**config.mk**
```make
export PLATFORM = sky130hd
export DESIGN_NAME = http_request_stream_parser_top
export DESIGN_NICKNAME = d
export VERILOG_FILES = /design/src/rtl/hrsp_pkg.sv /design/src/rtl/hrsp_front.sv /design/src/rtl/hrsp_queue.sv /design/src/rtl/http_request_stream_parser_top.sv
export SDC_FILE = /design/constraint.sdc
export NUM_CORES = 1
export LEC_CHECK = 0
export CORE_ASPECT_RATIO = 0.9
export CORE_UTILIZATION = 58
export DETAILED_ROUTE_END_ITERATION = 16
export DONT_BUFFER_PORTS = 1
export PLACE_DENSITY = 0.74
export SLEW_MARGIN = 20
export SYNTH_ARGS = -nofsm -noshare
export SYNTH_HDL_FRONTEND = slang
export SYNTH_HIERARCHICAL = 1
export SYNTH_SLANG_ARGS = --single-unit
export TNS_END_PERCENT = 5
```
**constraint.sdc**
```tcl
create_clock -name clk -period 5.8 [get_ports clk]
set_input_delay 1.74 -clock clk [delete_from_list [all_inputs] [get_ports clk]]
set_output_delay 1.74 -clock clk [all_outputs]
set_load 0.05 [all_outputs]
```
**src/rtl/hrsp_pkg.sv**
```systemverilog
// Shared types, constants and character classes for the HTTP request stream parser.
package hrsp_pkg;

	localparam int LENGTH_BITS = 32;
	localparam int CL_LEN = 14;
	localparam int QUEUE_DEPTH = 2;
	localparam int QUEUE_AW = 1;

	localparam logic [7:0] CH_CR = 8'h0d;
	localparam logic [7:0] CH_LF = 8'h0a;
	localparam logic [7:0] CH_SP = 8'h20;
	localparam logic [7:0] CH_HT = 8'h09;
	localparam logic [7:0] CH_H = 8'h48;
	localparam logic [7:0] CH_T = 8'h54;
	localparam logic [7:0] CH_P = 8'h50;
	localparam logic [7:0] CH_SLASH = 8'h2f;
	localparam logic [7:0] CH_DOT = 8'h2e;
	localparam logic [7:0] CH_COLON = 8'h3a;
	localparam logic [7:0] CH_ZERO = 8'h30;
	localparam logic [7:0] CH_DEL = 8'd127;

	typedef enum logic [4:0] {
		PH_REQ_START, PH_METHOD, PH_URI, PH_H, PH_T1, PH_T2, PH_P, PH_SLASH,
		PH_MAJ_START, PH_MAJ, PH_MIN_START, PH_MIN, PH_NL_REQ, PH_HDR_START,
		PH_HDR_LWS, PH_HDR_NAME, PH_VAL_SPACE, PH_HDR_VALUE, PH_NL_HDR,
		PH_NL_BODY, PH_BODY, PH_FINISHED, PH_ERROR
	} phase_t;

	typedef enum logic [2:0] {
		ROLE_DELIM = 3'd0, ROLE_METHOD = 3'd1, ROLE_URI = 3'd2,
		ROLE_NAME = 3'd3, ROLE_VALUE = 3'd4, ROLE_BODY = 3'd5
	} role_t;

	typedef enum logic [2:0] {
		ST_CONT = 3'd0, ST_REQ_DONE = 3'd1, ST_HDR_DONE = 3'd2,
		ST_FINISHED = 3'd3, ST_ERROR = 3'd4
	} status_t;

	// Result of one byte as it travels from front to back.
	typedef struct packed {
		logic [2:0] byte_role;
		logic header_first;
		logic [2:0] status;
		logic [7:0] major_version;
		logic [7:0] minor_version;
		logic [31:0] body_left;
	} result_t;

	function automatic logic [7:0] cl_char(input logic [3:0] pos);
		case (pos)
			4'd0: cl_char = 8'h43; 4'd1: cl_char = 8'h6f; 4'd2: cl_char = 8'h6e;
			4'd3: cl_char = 8'h74; 4'd4: cl_char = 8'h65; 4'd5: cl_char = 8'h6e;
			4'd6: cl_char = 8'h74; 4'd7: cl_char = 8'h2d; 4'd8: cl_char = 8'h4c;
			4'd9: cl_char = 8'h65; 4'd10: cl_char = 8'h6e; 4'd11: cl_char = 8'h67;
			4'd12: cl_char = 8'h74; 4'd13: cl_char = 8'h68;
			default: cl_char = 8'h00;
		endcase
	endfunction

	function automatic logic is_alpha(input logic [7:0] c);
		is_alpha = (c inside {[8'h41:8'h5a], [8'h61:8'h7a]});
	endfunction

	function automatic logic is_digit(input logic [7:0] c);
		is_digit = (c inside {[8'h30:8'h39]});
	endfunction

	function automatic logic is_ctl(input logic [7:0] c);
		is_ctl = (c < 8'd32) || (c == CH_DEL);
	endfunction

	function automatic logic is_token(input logic [7:0] c);
		is_token = (c inside {[8'd33:8'd126]}) &&
			!(c inside {8'h28, 8'h29, 8'h3c, 8'h3e, 8'h40, 8'h2c, 8'h3b, 8'h3a,
			8'h5c, 8'h22, 8'h2f, 8'h5b, 8'h5d, 8'h3f, 8'h3d, 8'h7b, 8'h7d});
	endfunction

	// Saturating version digit append: v*10 + d, clipped at 255.
	function automatic logic [7:0] ver_add(input logic [7:0] v, input logic [3:0] d);
		logic [11:0] n;
		n = {4'd0, v} * 12'd10 + {8'd0, d};
		ver_add = (n > 12'd255) ? 8'hff : n[7:0];
	endfunction

endpackage

```
**src/rtl/hrsp_front.sv**
```systemverilog
// Front end: byte classifier and parse FSM, one byte per in_valid cycle.
module hrsp_front import hrsp_pkg::*; (
	input logic clk,
	input logic arst_n,
	input logic in_valid,
	input logic [7:0] data_byte,
	output result_t res
);

	localparam logic [LENGTH_BITS-1:0] LEN_MAX = '1;
	localparam logic [LENGTH_BITS-1:0] LEN_LIM = LEN_MAX / 10;
	localparam logic [LENGTH_BITS-1:0] LEN_REM = LEN_MAX % 10;

	phase_t phase_q, phase_d;
	logic [7:0] major_q, major_d, minor_q, minor_d;
	logic have_hdr_q, have_hdr_d;
	logic [3:0] mpos_q, mpos_d;
	logic mlive_q, mlive_d;
	logic lact_q, lact_d;
	logic lseen_q, lseen_d;
	logic [LENGTH_BITS-1:0] lacc_q, lacc_d;
	logic [LENGTH_BITS-1:0] brem_q, brem_d;
	logic [2:0] role;
	logic first;
	logic [2:0] status;
	logic err;
	logic [3:0] dig;
	logic nm_hit;
	logic len_sat;
	logic [LENGTH_BITS-1:0] lacc_next;
	logic [LENGTH_BITS-1:0] brem_dec;

	assign dig = data_byte[3:0] - CH_ZERO[3:0];
	assign nm_hit = mlive_q && (mpos_q < 4'(CL_LEN)) && (data_byte == cl_char(mpos_q));
	// Saturate when acc*10+d would exceed the maximum.
	assign len_sat = (lacc_q > LEN_LIM) ||
		((lacc_q == LEN_LIM) && ({{(LENGTH_BITS-4){1'b0}}, dig} > LEN_REM));
	assign lacc_next = len_sat ? LEN_MAX :
		(lacc_q * LENGTH_BITS'(10)) + {{(LENGTH_BITS-4){1'b0}}, dig};
	assign brem_dec = (brem_q != '0) ? brem_q - 1'b1 : brem_q;

	always_comb begin
		phase_d = phase_q;
		major_d = major_q;
		minor_d = minor_q;
		have_hdr_d = have_hdr_q;
		mpos_d = mpos_q;
		mlive_d = mlive_q;
		lact_d = lact_q;
		lseen_d = lseen_q;
		lacc_d = lacc_q;
		brem_d = brem_q;
		role = ROLE_DELIM;
		first = 1'b0;
		status = ST_CONT;
		err = 1'b0;
		case (phase_q)
			PH_REQ_START: begin
				if (is_alpha(data_byte)) begin
					phase_d = PH_METHOD;
					role = ROLE_METHOD;
				end else err = 1'b1;
			end
			PH_METHOD: begin
				if (data_byte == CH_SP) phase_d = PH_URI;
				else if (is_alpha(data_byte)) role = ROLE_METHOD;
				else err = 1'b1;
			end
			PH_URI: begin
				if (data_byte == CH_SP) phase_d = PH_H;
				else if (is_ctl(data_byte)) err = 1'b1;
				else role = ROLE_URI;
			end
			PH_H: if (data_byte == CH_H) phase_d = PH_T1; else err = 1'b1;
			PH_T1: if (data_byte == CH_T) phase_d = PH_T2; else err = 1'b1;
			PH_T2: if (data_byte == CH_T) phase_d = PH_P; else err = 1'b1;
			PH_P: if (data_byte == CH_P) phase_d = PH_SLASH; else err = 1'b1;
			PH_SLASH: begin
				if (data_byte == CH_SLASH) begin
					major_d = '0;
					minor_d = '0;
					phase_d = PH_MAJ_START;
				end else err = 1'b1;
			end
			PH_MAJ_START: begin
				if (is_digit(data_byte)) begin
					major_d = ver_add(major_q, dig);
					phase_d = PH_MAJ;
				end else err = 1'b1;
			end
			PH_MAJ: begin
				if (data_byte == CH_DOT) phase_d = PH_MIN_START;
				else if (is_digit(data_byte)) major_d = ver_add(major_q, dig);
				else err = 1'b1;
			end
			PH_MIN_START: begin
				if (is_digit(data_byte)) begin
					minor_d = ver_add(minor_q, dig);
					phase_d = PH_MIN;
				end else err = 1'b1;
			end
			PH_MIN: begin
				if (data_byte == CH_CR) phase_d = PH_NL_REQ;
				else if (is_digit(data_byte)) minor_d = ver_add(minor_q, dig);
				else err = 1'b1;
			end
			PH_NL_REQ: begin
				if (data_byte == CH_LF) begin
					phase_d = PH_HDR_START;
					status = ST_REQ_DONE;
				end else err = 1'b1;
			end
			PH_HDR_START: begin
				if (data_byte == CH_CR) begin
					lact_d = 1'b0;
					phase_d = PH_NL_BODY;
				end else if (have_hdr_q && (data_byte == CH_SP || data_byte == CH_HT)) begin
					phase_d = PH_HDR_LWS;
				end else if (is_token(data_byte)) begin
					have_hdr_d = 1'b1;
					lact_d = 1'b0;
					// Fresh match against the first name character.
					if (data_byte == cl_char(4'd0)) begin
						mpos_d = 4'd1;
						mlive_d = 1'b1;
					end else begin
						mpos_d = 4'd0;
						mlive_d = 1'b0;
					end
					role = ROLE_NAME;
					first = 1'b1;
					phase_d = PH_HDR_NAME;
				end else err = 1'b1;
			end
			PH_HDR_NAME: begin
				if (data_byte == CH_COLON) begin
					if (mlive_q && mpos_q == 4'(CL_LEN) && !lseen_q) begin
						lseen_d = 1'b1;
						lact_d = 1'b1;
						lacc_d = '0;
					end
					phase_d = PH_VAL_SPACE;
				end else if (is_token(data_byte)) begin
					if (nm_hit) mpos_d = mpos_q + 4'd1;
					else mlive_d = 1'b0;
					role = ROLE_NAME;
				end else err = 1'b1;
			end
			PH_VAL_SPACE: if (data_byte == CH_SP) phase_d = PH_HDR_VALUE; else err = 1'b1;
			PH_HDR_LWS, PH_HDR_VALUE: begin
				if (data_byte == CH_CR) begin
					phase_d = PH_NL_HDR;
				end else if (phase_q == PH_HDR_LWS &&
						(data_byte == CH_SP || data_byte == CH_HT)) begin
					role = ROLE_DELIM;
				end else if (is_ctl(data_byte)) begin
					err = 1'b1;
				end else if (lact_q) begin
					if (is_digit(data_byte)) begin
						lacc_d = lacc_next;
						role = ROLE_VALUE;
						phase_d = PH_HDR_VALUE;
					end else err = 1'b1;
				end else begin
					role = ROLE_VALUE;
					phase_d = PH_HDR_VALUE;
				end
			end
			PH_NL_HDR: if (data_byte == CH_LF) phase_d = PH_HDR_START; else err = 1'b1;
			PH_NL_BODY: begin
				if (data_byte == CH_LF) begin
					if (lseen_q && lacc_q != '0) begin
						brem_d = lacc_q;
						phase_d = PH_BODY;
						status = ST_HDR_DONE;
					end else begin
						phase_d = PH_FINISHED;
						status = ST_FINISHED;
					end
				end else err = 1'b1;
			end
			PH_BODY: begin
				role = ROLE_BODY;
				brem_d = brem_dec;
				if (brem_dec == '0) begin
					phase_d = PH_FINISHED;
					status = ST_FINISHED;
				end
			end
			PH_FINISHED: status = ST_FINISHED;
			default: err = 1'b1;
		endcase
		if (err) begin
			// Sticky error: drop every other update.
			phase_d = PH_ERROR;
			major_d = major_q;
			minor_d = minor_q;
			have_hdr_d = have_hdr_q;
			mpos_d = mpos_q;
			mlive_d = mlive_q;
			lact_d = lact_q;
			lseen_d = lseen_q;
			lacc_d = lacc_q;
			brem_d = brem_q;
			role = ROLE_DELIM;
			first = 1'b0;
			status = ST_ERROR;
		end
	end

	always_comb begin
		res.byte_role = role;
		res.header_first = first;
		res.status = status;
		res.major_version = major_d;
		res.minor_version = minor_d;
		if (LENGTH_BITS > 32 && (brem_d >> 32) != '0) res.body_left = '1;
		else res.body_left = 32'(brem_d);
	end

	always_ff @(posedge clk or negedge arst_n) begin
		if (!arst_n) begin
			phase_q <= PH_REQ_START;
			major_q <= '0;
			minor_q <= '0;
			have_hdr_q <= 1'b0;
			mpos_q <= '0;
			mlive_q <= 1'b1;
			lact_q <= 1'b0;
			lseen_q <= 1'b0;
			lacc_q <= '0;
			brem_q <= '0;
		end else if (in_valid) begin
			phase_q <= phase_d;
			major_q <= major_d;
			minor_q <= minor_d;
			have_hdr_q <= have_hdr_d;
			mpos_q <= mpos_d;
			mlive_q <= mlive_d;
			lact_q <= lact_d;
			lseen_q <= lseen_d;
			lacc_q <= lacc_d;
			brem_q <= brem_d;
		end
	end

`ifndef ASSERT_OFF
	a_err_sticky: assert property (@(posedge clk) disable iff (!arst_n)
		(phase_q == PH_ERROR && in_valid) |-> (res.status == ST_ERROR))
		else $error("error phase left");
	a_body_role: assert property (@(posedge clk) disable iff (!arst_n)
		(phase_q == PH_BODY && in_valid) |-> (res.byte_role == ROLE_BODY))
		else $error("body byte not tagged");
	a_first_name: assert property (@(posedge clk) disable iff (!arst_n)
		res.header_first |-> (res.byte_role == ROLE_NAME))
		else $error("header_first without name role");
`endif

endmodule

```
**src/rtl/hrsp_queue.sv**
```systemverilog
// Short result queue between the parse front end and the output side.
module hrsp_queue import hrsp_pkg::*; (
	input logic clk,
	input logic arst_n,
	input logic wr_en,
	input result_t wr_data,
	output logic full,
	input logic rd_en,
	output logic empty,
	output result_t rd_data
);

	result_t mem_q [QUEUE_DEPTH];
	logic [QUEUE_AW-1:0] wptr_q, rptr_q;
	logic [QUEUE_AW:0] count_q;

	assign full = (count_q == (QUEUE_AW+1)'(QUEUE_DEPTH));
	assign empty = (count_q == '0);
	assign rd_data = mem_q[rptr_q];

	always_ff @(posedge clk) begin
		if (wr_en) mem_q[wptr_q] <= wr_data;
	end

	always_ff @(posedge clk or negedge arst_n) begin
		if (!arst_n) begin
			wptr_q <= '0;
			rptr_q <= '0;
			count_q <= '0;
		end else begin
			if (wr_en) wptr_q <= wptr_q + 1'b1;
			if (rd_en) rptr_q <= rptr_q + 1'b1;
			count_q <= count_q + (QUEUE_AW+1)'(wr_en) - (QUEUE_AW+1)'(rd_en);
		end
	end

`ifndef ASSERT_OFF
	a_no_overflow: assert property (@(posedge clk) disable iff (!arst_n)
		(full && !rd_en) |=> (count_q == (QUEUE_AW+1)'(QUEUE_DEPTH)))
		else $error("queue count moved while full");
	a_count_range: assert property (@(posedge clk) disable iff (!arst_n)
		count_q <= (QUEUE_AW+1)'(QUEUE_DEPTH))
		else $error("queue count out of range");
	a_ptr_sync: assert property (@(posedge clk) disable iff (!arst_n)
		empty |-> (wptr_q == rptr_q))
		else $error("pointers differ while empty");
`endif

endmodule

```
**src/rtl/http_request_stream_parser_top.sv**
```systemverilog
// Top level of the HTTP request stream parser.
//
//  channel  | handshake       | fields
//  ---------+-----------------+-------------------------------------------------
//  input    | push / full     | data_byte
//  result   | pop / empty     | byte_role header_first status major_version
//           |                 | minor_version body_left
//
// One byte is parsed per clock while push is high and full low; the parse state
// machine in the front end sets that figure. A result is written into a
// two-entry queue when its byte is accepted and waits there, so input and
// result sides stall independently. Reset puts the parser at request start
// with an empty queue. full rises only when both entries hold untaken results.
module http_request_stream_parser_top import hrsp_pkg::*; (
	input logic clk,
	input logic arst_n,
	input logic push,
	output logic full,
	input logic [7:0] data_byte,
	input logic pop,
	output logic empty,
	output logic [2:0] byte_role,
	output logic header_first,
	output logic [2:0] status,
	output logic [7:0] major_version,
	output logic [7:0] minor_version,
	output logic [31:0] body_left
);

	logic take;
	logic give;
	result_t front_res;
	result_t back_res;

	// A transaction on each side moves exactly one byte or one result.
	assign take = push && !full;
	assign give = pop && !empty;

	hrsp_front u_front (
		.clk(clk),
		.arst_n(arst_n),
		.in_valid(take),
		.data_byte(data_byte),
		.res(front_res)
	);

	hrsp_queue u_queue (
		.clk(clk),
		.arst_n(arst_n),
		.wr_en(take),
		.wr_data(front_res),
		.full(full),
		.rd_en(give),
		.empty(empty),
		.rd_data(back_res)
	);

	assign byte_role = back_res.byte_role;
	assign header_first = back_res.header_first;
	assign status = back_res.status;
	assign major_version = back_res.major_version;
	assign minor_version = back_res.minor_version;
	assign body_left = back_res.body_left;

`ifndef ASSERT_OFF
	a_push_fills: assert property (@(posedge clk) disable iff (!arst_n)
		(take && !give) |=> !empty)
		else $error("accepted byte left no result");
	a_role_range: assert property (@(posedge clk) disable iff (!arst_n)
		!empty |-> (byte_role <= ROLE_BODY))
		else $error("role code out of range");
	a_err_role: assert property (@(posedge clk) disable iff (!arst_n)
		(!empty && status == ST_ERROR) |-> (byte_role == ROLE_DELIM))
		else $error("error result carries a role");
`endif

endmodule
```
==> results_dict.tcl, run 1 <==
set metrics [dict create \
    outcome "finished, final reports clean" \
    syn2layout_area_growth_pct 6.22 \
    antenna_found_initial 1 \
    first_iter_violations 1563 \
    holdWs_ns 0.490 \
    yosysSeqAreaShare_pct 38.5 \
    clkTransAtPathRegs_ns 0.06 \
    worst_slew_margin_rel_pct 24.4 \
    fp-row-count 55 \
    swShare_pct 44.8 \
    startpoint_type "primary input" \
    cts.sinks 207 \
    cp_max_fo 13 \
    cts_tree "built" \
    power_report.internal_total_w 0.00386 \
    synthFlopType "edfxtp_1" \
    switchingPower_w 0.00313 \
    power_density_nw_per_um2 442 \
    gr-total-overflow 0 \
    crit_type "primary input to flip-flop" \
    finalSetupViolCount 0 \
    rr_worst_depth 13 \
    ys_ff_latch 207 \
    r2r_start "u_front/lacc_q[7]$_DFFE_PN0P_" \
    max-vdd-ir-drop_v 0.000202 \
    finalHoldViolations 0 \
    ys_types 86 \
    dieArea_um2 26300 \
    layout.nets 1617 \
    dp_hpwl_um 27400 \
    min_path_cells 1 \
    ys_warn_count 6 \
    routed-via-count 12100 \
    pwr-share-comb_pct 46.2 \
    drc 0 \
    cts_buffers 22 \
    hold_class "flip-flop to flip-flop" \
    final-max-slew-violation-count 0 \
    syn_inst 1542 \
    grt_max_degree 98 \
    drive_gt1_share_pct 11.9 \
    wl_per_cell_um 20.4 \
    finClkSkew_ns 0.0200 \
    grt_use_met3_pct 6.18 \
    synth-edff-count 110 \
    critical_path.endpoint_type "flip-flop" \
    final_common_cell "o21ai_0" \
    use_met1_pct 43.3 \
    cp.arrival_ns 5.21 \
    p_leak_nw 6.66 \
    wirelength_um 38000 \
    p_clk_share_pct 19.9 \
    utilization_pct 62.8 \
    drt_first_pass_iters 5 \
    holdCritStartpoint "u_front/have_hdr_q$_DFFE_PN0P_" \
    finalCritPeriodShare_pct 82.9 \
    gp_congestion 0.948 \
    setup_ws_ns 0.994 \
    cap_violations 0 \
    first_global_vias 11200 \
    cts_resized 0 \
    die_w_um 171 \
    power.total_w 0.00700 \
    max_slew.worst_pin.slew_ns 1.13 \
    die-height_um 154 \
    min_to "u_front/have_hdr_q$_DFFE_PN0P_" \
    syn_avg_cell_area_um2 9.66 \
    start_util_pct 59.1 \
    syn_area_um2 14900 \
    busiest_layer "met1" \
    final_antenna_net_count 0 \
    avgViaCountPerCell 6.50 \
    r2r-end "u_front/lacc_q[31]$_DFFE_PN0P_" \
    post_cts_buffers 0 \
    r2r_slack_ns 1.02 \
    seqPwrFrac_pct 34.0 \
    crit_required_ns 6.20 \
    final_cell_mix "o21ai_0, nor2_1, nand2_1" \
    portBuffers 0 \
    synth_nets 1657 \
    coreArea_um2 25200 \
    h-tree-depth 1 \
    synth-async-reset-ratio_pct 46.9 \
    grt_setup_unrepaired "false" \
    dp_slack_ns 0.607 \
    fmax_ghz 0.208 \
    final.min_clock_period_ns 4.81 \
    grt_use_met2_pct 42.7 \
    postCtsHoldBufs 0 \
    grt_usage_pct 29.0 \
    insertedDiodeCount 0 \
    grt_pass1_wl_um 60500 \
    final.setup.tns_ns 0 \
    cts_buffer_depth 3 \
    root_buffer "clkbuf_16" \
    clock_latency_ns 0.52 \
    ios 69 \
]
## synthesized netlist by cell type (6+ instances only)
library cell / count / area [µm²]
and2_1: 17 / 106
mux2_4: 40 / 601
mux2i_1: 20 / 200
ha_1: 97 / 1210
a21o_1: 19 / 143
nor3_1: 36 / 180
a22o_1: 10 / 87.6
a22oi_1: 7 / 52.6
fa_1: 6 / 120
a21oi_1: 109 / 546
a211oi_1: 12 / 90.1
mux2_2: 64 / 721
nor2b_1: 17 / 106
xor2_1: 36 / 315
o22ai_1: 13 / 81.3
a2111oi_0: 7 / 61.3
or4_1: 6 / 45.0
o211ai_1: 10 / 75.1
inv_1: 37 / 139
or3_1: 13 / 81.3
and3_1: 9 / 56.3
buf_6: 6 / 67.6
nor2_1: 126 / 473
buf_1: 8 / 30.0
clkbuf_1: 60 / 225
and4_1: 9 / 78.8
nand2_1: 116 / 435
o31ai_1: 12 / 90.1
o21a_1: 6 / 45.0
edfxtp_1: 110 / 3300
nand3_1: 35 / 175
o21ai_0: 161 / 806
nand4_1: 23 / 144
dfrtp_1: 96 / 2400
nor3b_1: 8 / 60.1
a31oi_1: 15 / 93.8
xnor2_1: 33 / 289
nand2b_1: 12 / 75.1
nor4_1: 24 / 150
## worst max-delay path, stage by stage
cell       delay (ns)
nor4b_2          0.53
nand2_1          0.15
a2111oi_0        0.59
nor3_1           0.17
o21ai_0          0.20
o2111a_1         0.26
inv_1            0.27
a21oi_1          0.48
o21ai_0          0.17
a221o_1          0.36
mux2_2           0.27
## cells by family (layout without fill, tap and decap cells)
family | count (synthesis) | after routing | synth area share (%)
simple gates | 479 | 479 | 16.3
compound gates | 442 | 442 | 18.2
flops | 207 | 207 | 38.5
mux | 126 | 126 | 10.5
buf+inv | 115 | 91 | 3.27
fa+ha+maj | 103 | 103 | 8.95
xor+xnor | 70 | 70 | 4.22
## power by group through the flow
stage	Clock [W]	Combinational (W)	Sequential, W
final	0.00139	0.00323	0.00238
after global routing	0.00147	0.00345	0.00241
after CTS	0.00141	0.00320	0.00236
after detailed placement	0	0.00319	0.00238
after global placement	0	0.00315	0.00236
after floorplan	0	0.00277	0.00219
## state kept, by name, indices dropped and copies added (netlist names)
signal,flops
u_queue/wptr_q,1
u_front/have_hdr_q,1
u_front/lact_q,1
u_front/mpos_q,4
u_queue/mem_q,110
u_front/minor_q,8
u_front/brem_q,32
u_front/lseen_q,1
u_front/lacc_q,32
u_front/major_q,8
u_queue/rptr_q,1
u_front/mlive_q,1
u_front/phase_q,5
u_queue/count_q,2
## area by class of cell
type / instances / area [µm²]
clock buffer: 30 / 642
clock inverter: 10 / 86.3
fill: 2084 / 9370
inverter: 37 / 139
multi-input combinational: 1220 / 8690
sequential: 207 / 5730
tap: 342 / 428
timing repair buffer: 14 / 105
## per-layer routing
layer / routed length (µm) / vias up
met5: 13 / -
met4: 884 / 2
met3: 3320 / 68
met2: 16200 / 492
met1: 17500 / 5812
li1: - / 5724
## through the flow
stage | std cells | area [µm²]
floorplan | 1542 | 14900
detailed placement | 1820 | 15100
CTS | 1860 | 15800
global route | 1860 | 15800
finish | 1860 | 15800
global placement | 1820 | 15100
## how the worst max path moves through the flow
stage                                        startpoint                        endpoint  slack [ns]  cells after the start
after global placement                     data_byte[6]  u_front/brem_q[16]$_DFFE_PN0P_        0.62                     12
after CTS                 u_front/lacc_q[7]$_DFFE_PN0P_  u_front/lacc_q[31]$_DFFE_PN0P_        1.10                     13
after floorplan                            data_byte[2]  u_front/lacc_q[29]$_DFFE_PN0P_        0.88                     16
after global routing                       data_byte[6]  u_front/brem_q[16]$_DFFE_PN0P_        0.79                     11
after detailed placement                   data_byte[6]  u_front/brem_q[10]$_DFFE_PN0P_        0.61                     11
final                                      data_byte[6]  u_front/brem_q[10]$_DFFE_PN0P_        0.99                     11
(Power assumes the default switching activity.)
==> run 2: changes to the inputs <==
--- a/config.mk
+++ b/config.mk
@@ -9,7 +9,7 @@
 export CORE_UTILIZATION = 58
 export DETAILED_ROUTE_END_ITERATION = 16
 export DONT_BUFFER_PORTS = 1
-export PLACE_DENSITY = 0.74
+export PLACE_DENSITY = 0.76
 export SLEW_MARGIN = 20
 export SYNTH_ARGS = -nofsm -noshare
 export SYNTH_HDL_FRONTEND = slang
==> constraint.sdc (replaced) <==
create_clock -name clk -period 4.4 [get_ports clk]
set_input_delay 1.32 -clock clk [delete_from_list [all_inputs] [get_ports clk]]
set_output_delay 1.32 -clock clk [all_outputs]
set_load 0.05 [all_outputs]
==> results_dict.tcl, run 2 (synthesis gave the netlist of run 1 again) <==
set metrics [dict create \
    max_slew.worst_pin.slew_ns 1.05 \
    h-tree-depth 1 \
    avgViaCountPerCell 6.52 \
    switchingPower_w 0.00428 \
    routed-via-count 12500 \
    final.min_clock_period_ns 4.23 \
    final_antenna_net_count 0 \
    power_report.internal_total_w 0.00522 \
    fillers 2050 \
    syn2layout_area_growth_pct 9.84 \
    finalHoldViolations 0 \
    final-max-slew-violation-count 0 \
    seqPwrFrac_pct 32.5 \
    max_stage_delay_ns 0.56 \
    layout.nets 1673 \
    dieArea_um2 26300 \
    portBuffers 0 \
    final_common_cell "o21ai_0" \
    clock_latency_ns 0.52 \
    path_cells "ha_1, ha_1, inv_1, fa_1, and2b_2, o31ai_4, a31o_2, a31oi_4, xor2_1, o2111ai_2, or3b_1, or4_1, nor2_1, xnor2_1, o21ba_2" \
    max-vdd-ir-drop_v 0.000316 \
    cp_max_fo 5 \
    finalCritPeriodShare_pct 96.2 \
    finalSetupViolCount 0 \
    fp-row-count 55 \
    finClkSkew_ns 0.0175 \
    dp_slack_ns -0.000668 \
    ios 69 \
    antenna_found_initial 0 \
    fin_cells 1917 \
    cts.sinks 207 \
    crit_start "u_front/lacc_q[1]$_DFFE_PN0P_" \
    start_util_pct 59.1 \
    outcome "finished, final reports clean" \
    multiInputGateArea_um2 8770 \
    critical_path.endpoint_type "flip-flop" \
    startpoint_type "flip-flop" \
    postPlaceCellArea_um2 15500 \
    grt_max_degree 98 \
    grt_setup_unrepaired "false" \
    grt_usage_pct 29.5 \
    placed_cells 1875 \
    grt_pass1_wl_um 62100 \
    hold_class "primary input to async pin" \
    pwr-share-comb_pct 47.4 \
    worst_slew_margin_rel_pct 30.1 \
    rr_worst_depth 15 \
    holdWs_ns 0.488 \
    wl_per_cell_um 20.4 \
    crit_slowest_cell "or4_1" \
    gp_congestion 1.01 \
    drc 0 \
    largest_reg_flops 110 \
    regMostFlops "u_queue/mem_q" \
    die-height_um 154 \
    p_leak_nw 6.95 \
    drt_first_pass_iters 9 \
    setup_ws_ns 0.169 \
    root_buffer "clkbuf_16" \
    cts_tree "built" \
    largestRegisters "u_queue/mem_q: 110 flops, u_front/brem_q: 32 flops, u_front/lacc_q: 32 flops" \
    swShare_pct 45.0 \
    critPathMostFrequentCell "ha_1" \
    crit_required_ns 4.80 \
    final_cell_mix "o21ai_0, nor2_1, nand2_1" \
    cts_buffers 23 \
    first_iter_violations 1521 \
    cap_violations 0 \
    layout.area.seq_um2 5730 \
    first_global_vias 11500 \
    fmax_ghz 0.236 \
    coreArea_um2 25200 \
    wirelength_um 39200 \
    drive_gt1_share_pct 15.7 \
    r2r_start "u_front/lacc_q[1]$_DFFE_PN0P_" \
    cts_buffer_depth 3 \
    cp.arrival_ns 4.63 \
    gr-total-overflow 0 \
    postCtsHoldBufs 0 \
    fin_area_um2 16400 \
    dp_hpwl_um 28500 \
    utilization_pct 65.0 \
    clkTransAtPathRegs_ns 0.07 \
    die_w_um 171 \
    insertedDiodeCount 0 \
    crit_type "flip-flop to flip-flop" \
    power_density_nw_per_um2 581 \
    p_clk_share_pct 20.1 \
]
## run 2: path summary, 6_finish.rpt
| path | to | slack, ns |
|---|---|---|
| worst max-delay path | u_front/lacc_q[30]$_DFFE_PN0P_ | 0.17 |
| worst min-delay path | u_front/major_q[0]$_DFFE_PN0P_ | 0.49 |
| worst max register to register | u_front/lacc_q[30]$_DFFE_PN0P_ | 0.17 |
| worst min register to register | u_front/have_hdr_q$_DFFE_PN0P_ | 0.52 |
| max in group asynchronous | u_front/mlive_q$_DFFE_PN1P_ | 3.72 |
| min in group clk | u_front/have_hdr_q$_DFFE_PN0P_ | 0.52 |
## run 2: area by class of cell
class | instances | share of cell area, %
Clock buffer | 28 | 3.82
Clock inverter | 14 | 0.772
Inverter | 37 | 0.849
Multi-Input combinational cell | 1220 | 53.6
Sequential cell | 207 | 35.0
Tap cell | 342 | 2.62
Timing Repair Buffer | 69 | 3.32
## run 2: through the flow
step | setup TNS (ns) | total power, W
2_1_floorplan | -0.000285 | 0.00653
3_3_place_gp | 0 | 0.00742
3_5_place_dp | -0.000668 | 0.00751
4_1_cts | 0 | 0.00944
5_1_grt | 0 | 0.00993
6_report | 0 | 0.00950
## run 2: what timing repair did
item                                    4_1_cts  5_1_grt
gates resized for setup                       1       15
pin swaps                                     0        2
buffers inserted                              0        0
gates cloned                                  0        0
endpoints found under the setup margin        2        4
## run 2: critical path: cells and delay by family (launching register included)
family	cells	cell delay, ns
DFF	1	0.44
buffers and inverters	1	0.07
xor gates and xnor gates	2	0.34
AOI/OAI and AO/OA	5	0.94
and+or+nand+nor	4	1.45
adders and majority gates	3	0.89
## run 2: routing by layer
layer	global-route usage, %	up-vias	wire length [µm]
met4	6.38	0	702
met1	44.8	6032	18200
li1	-	5841	-
met2	44.9	576	17200
met5	0	-	0
met3	3.78	56	3100
## run 2: power by group through the flow
stage	clock network (W)	logic [W]	registers, W
floorplan	0	0.00365	0.00288
global placement	0	0.00434	0.00308
detailed placement	0	0.00440	0.00310
CTS	0.00193	0.00443	0.00307
global route	0.00199	0.00480	0.00314
finish	0.00191	0.00450	0.00309
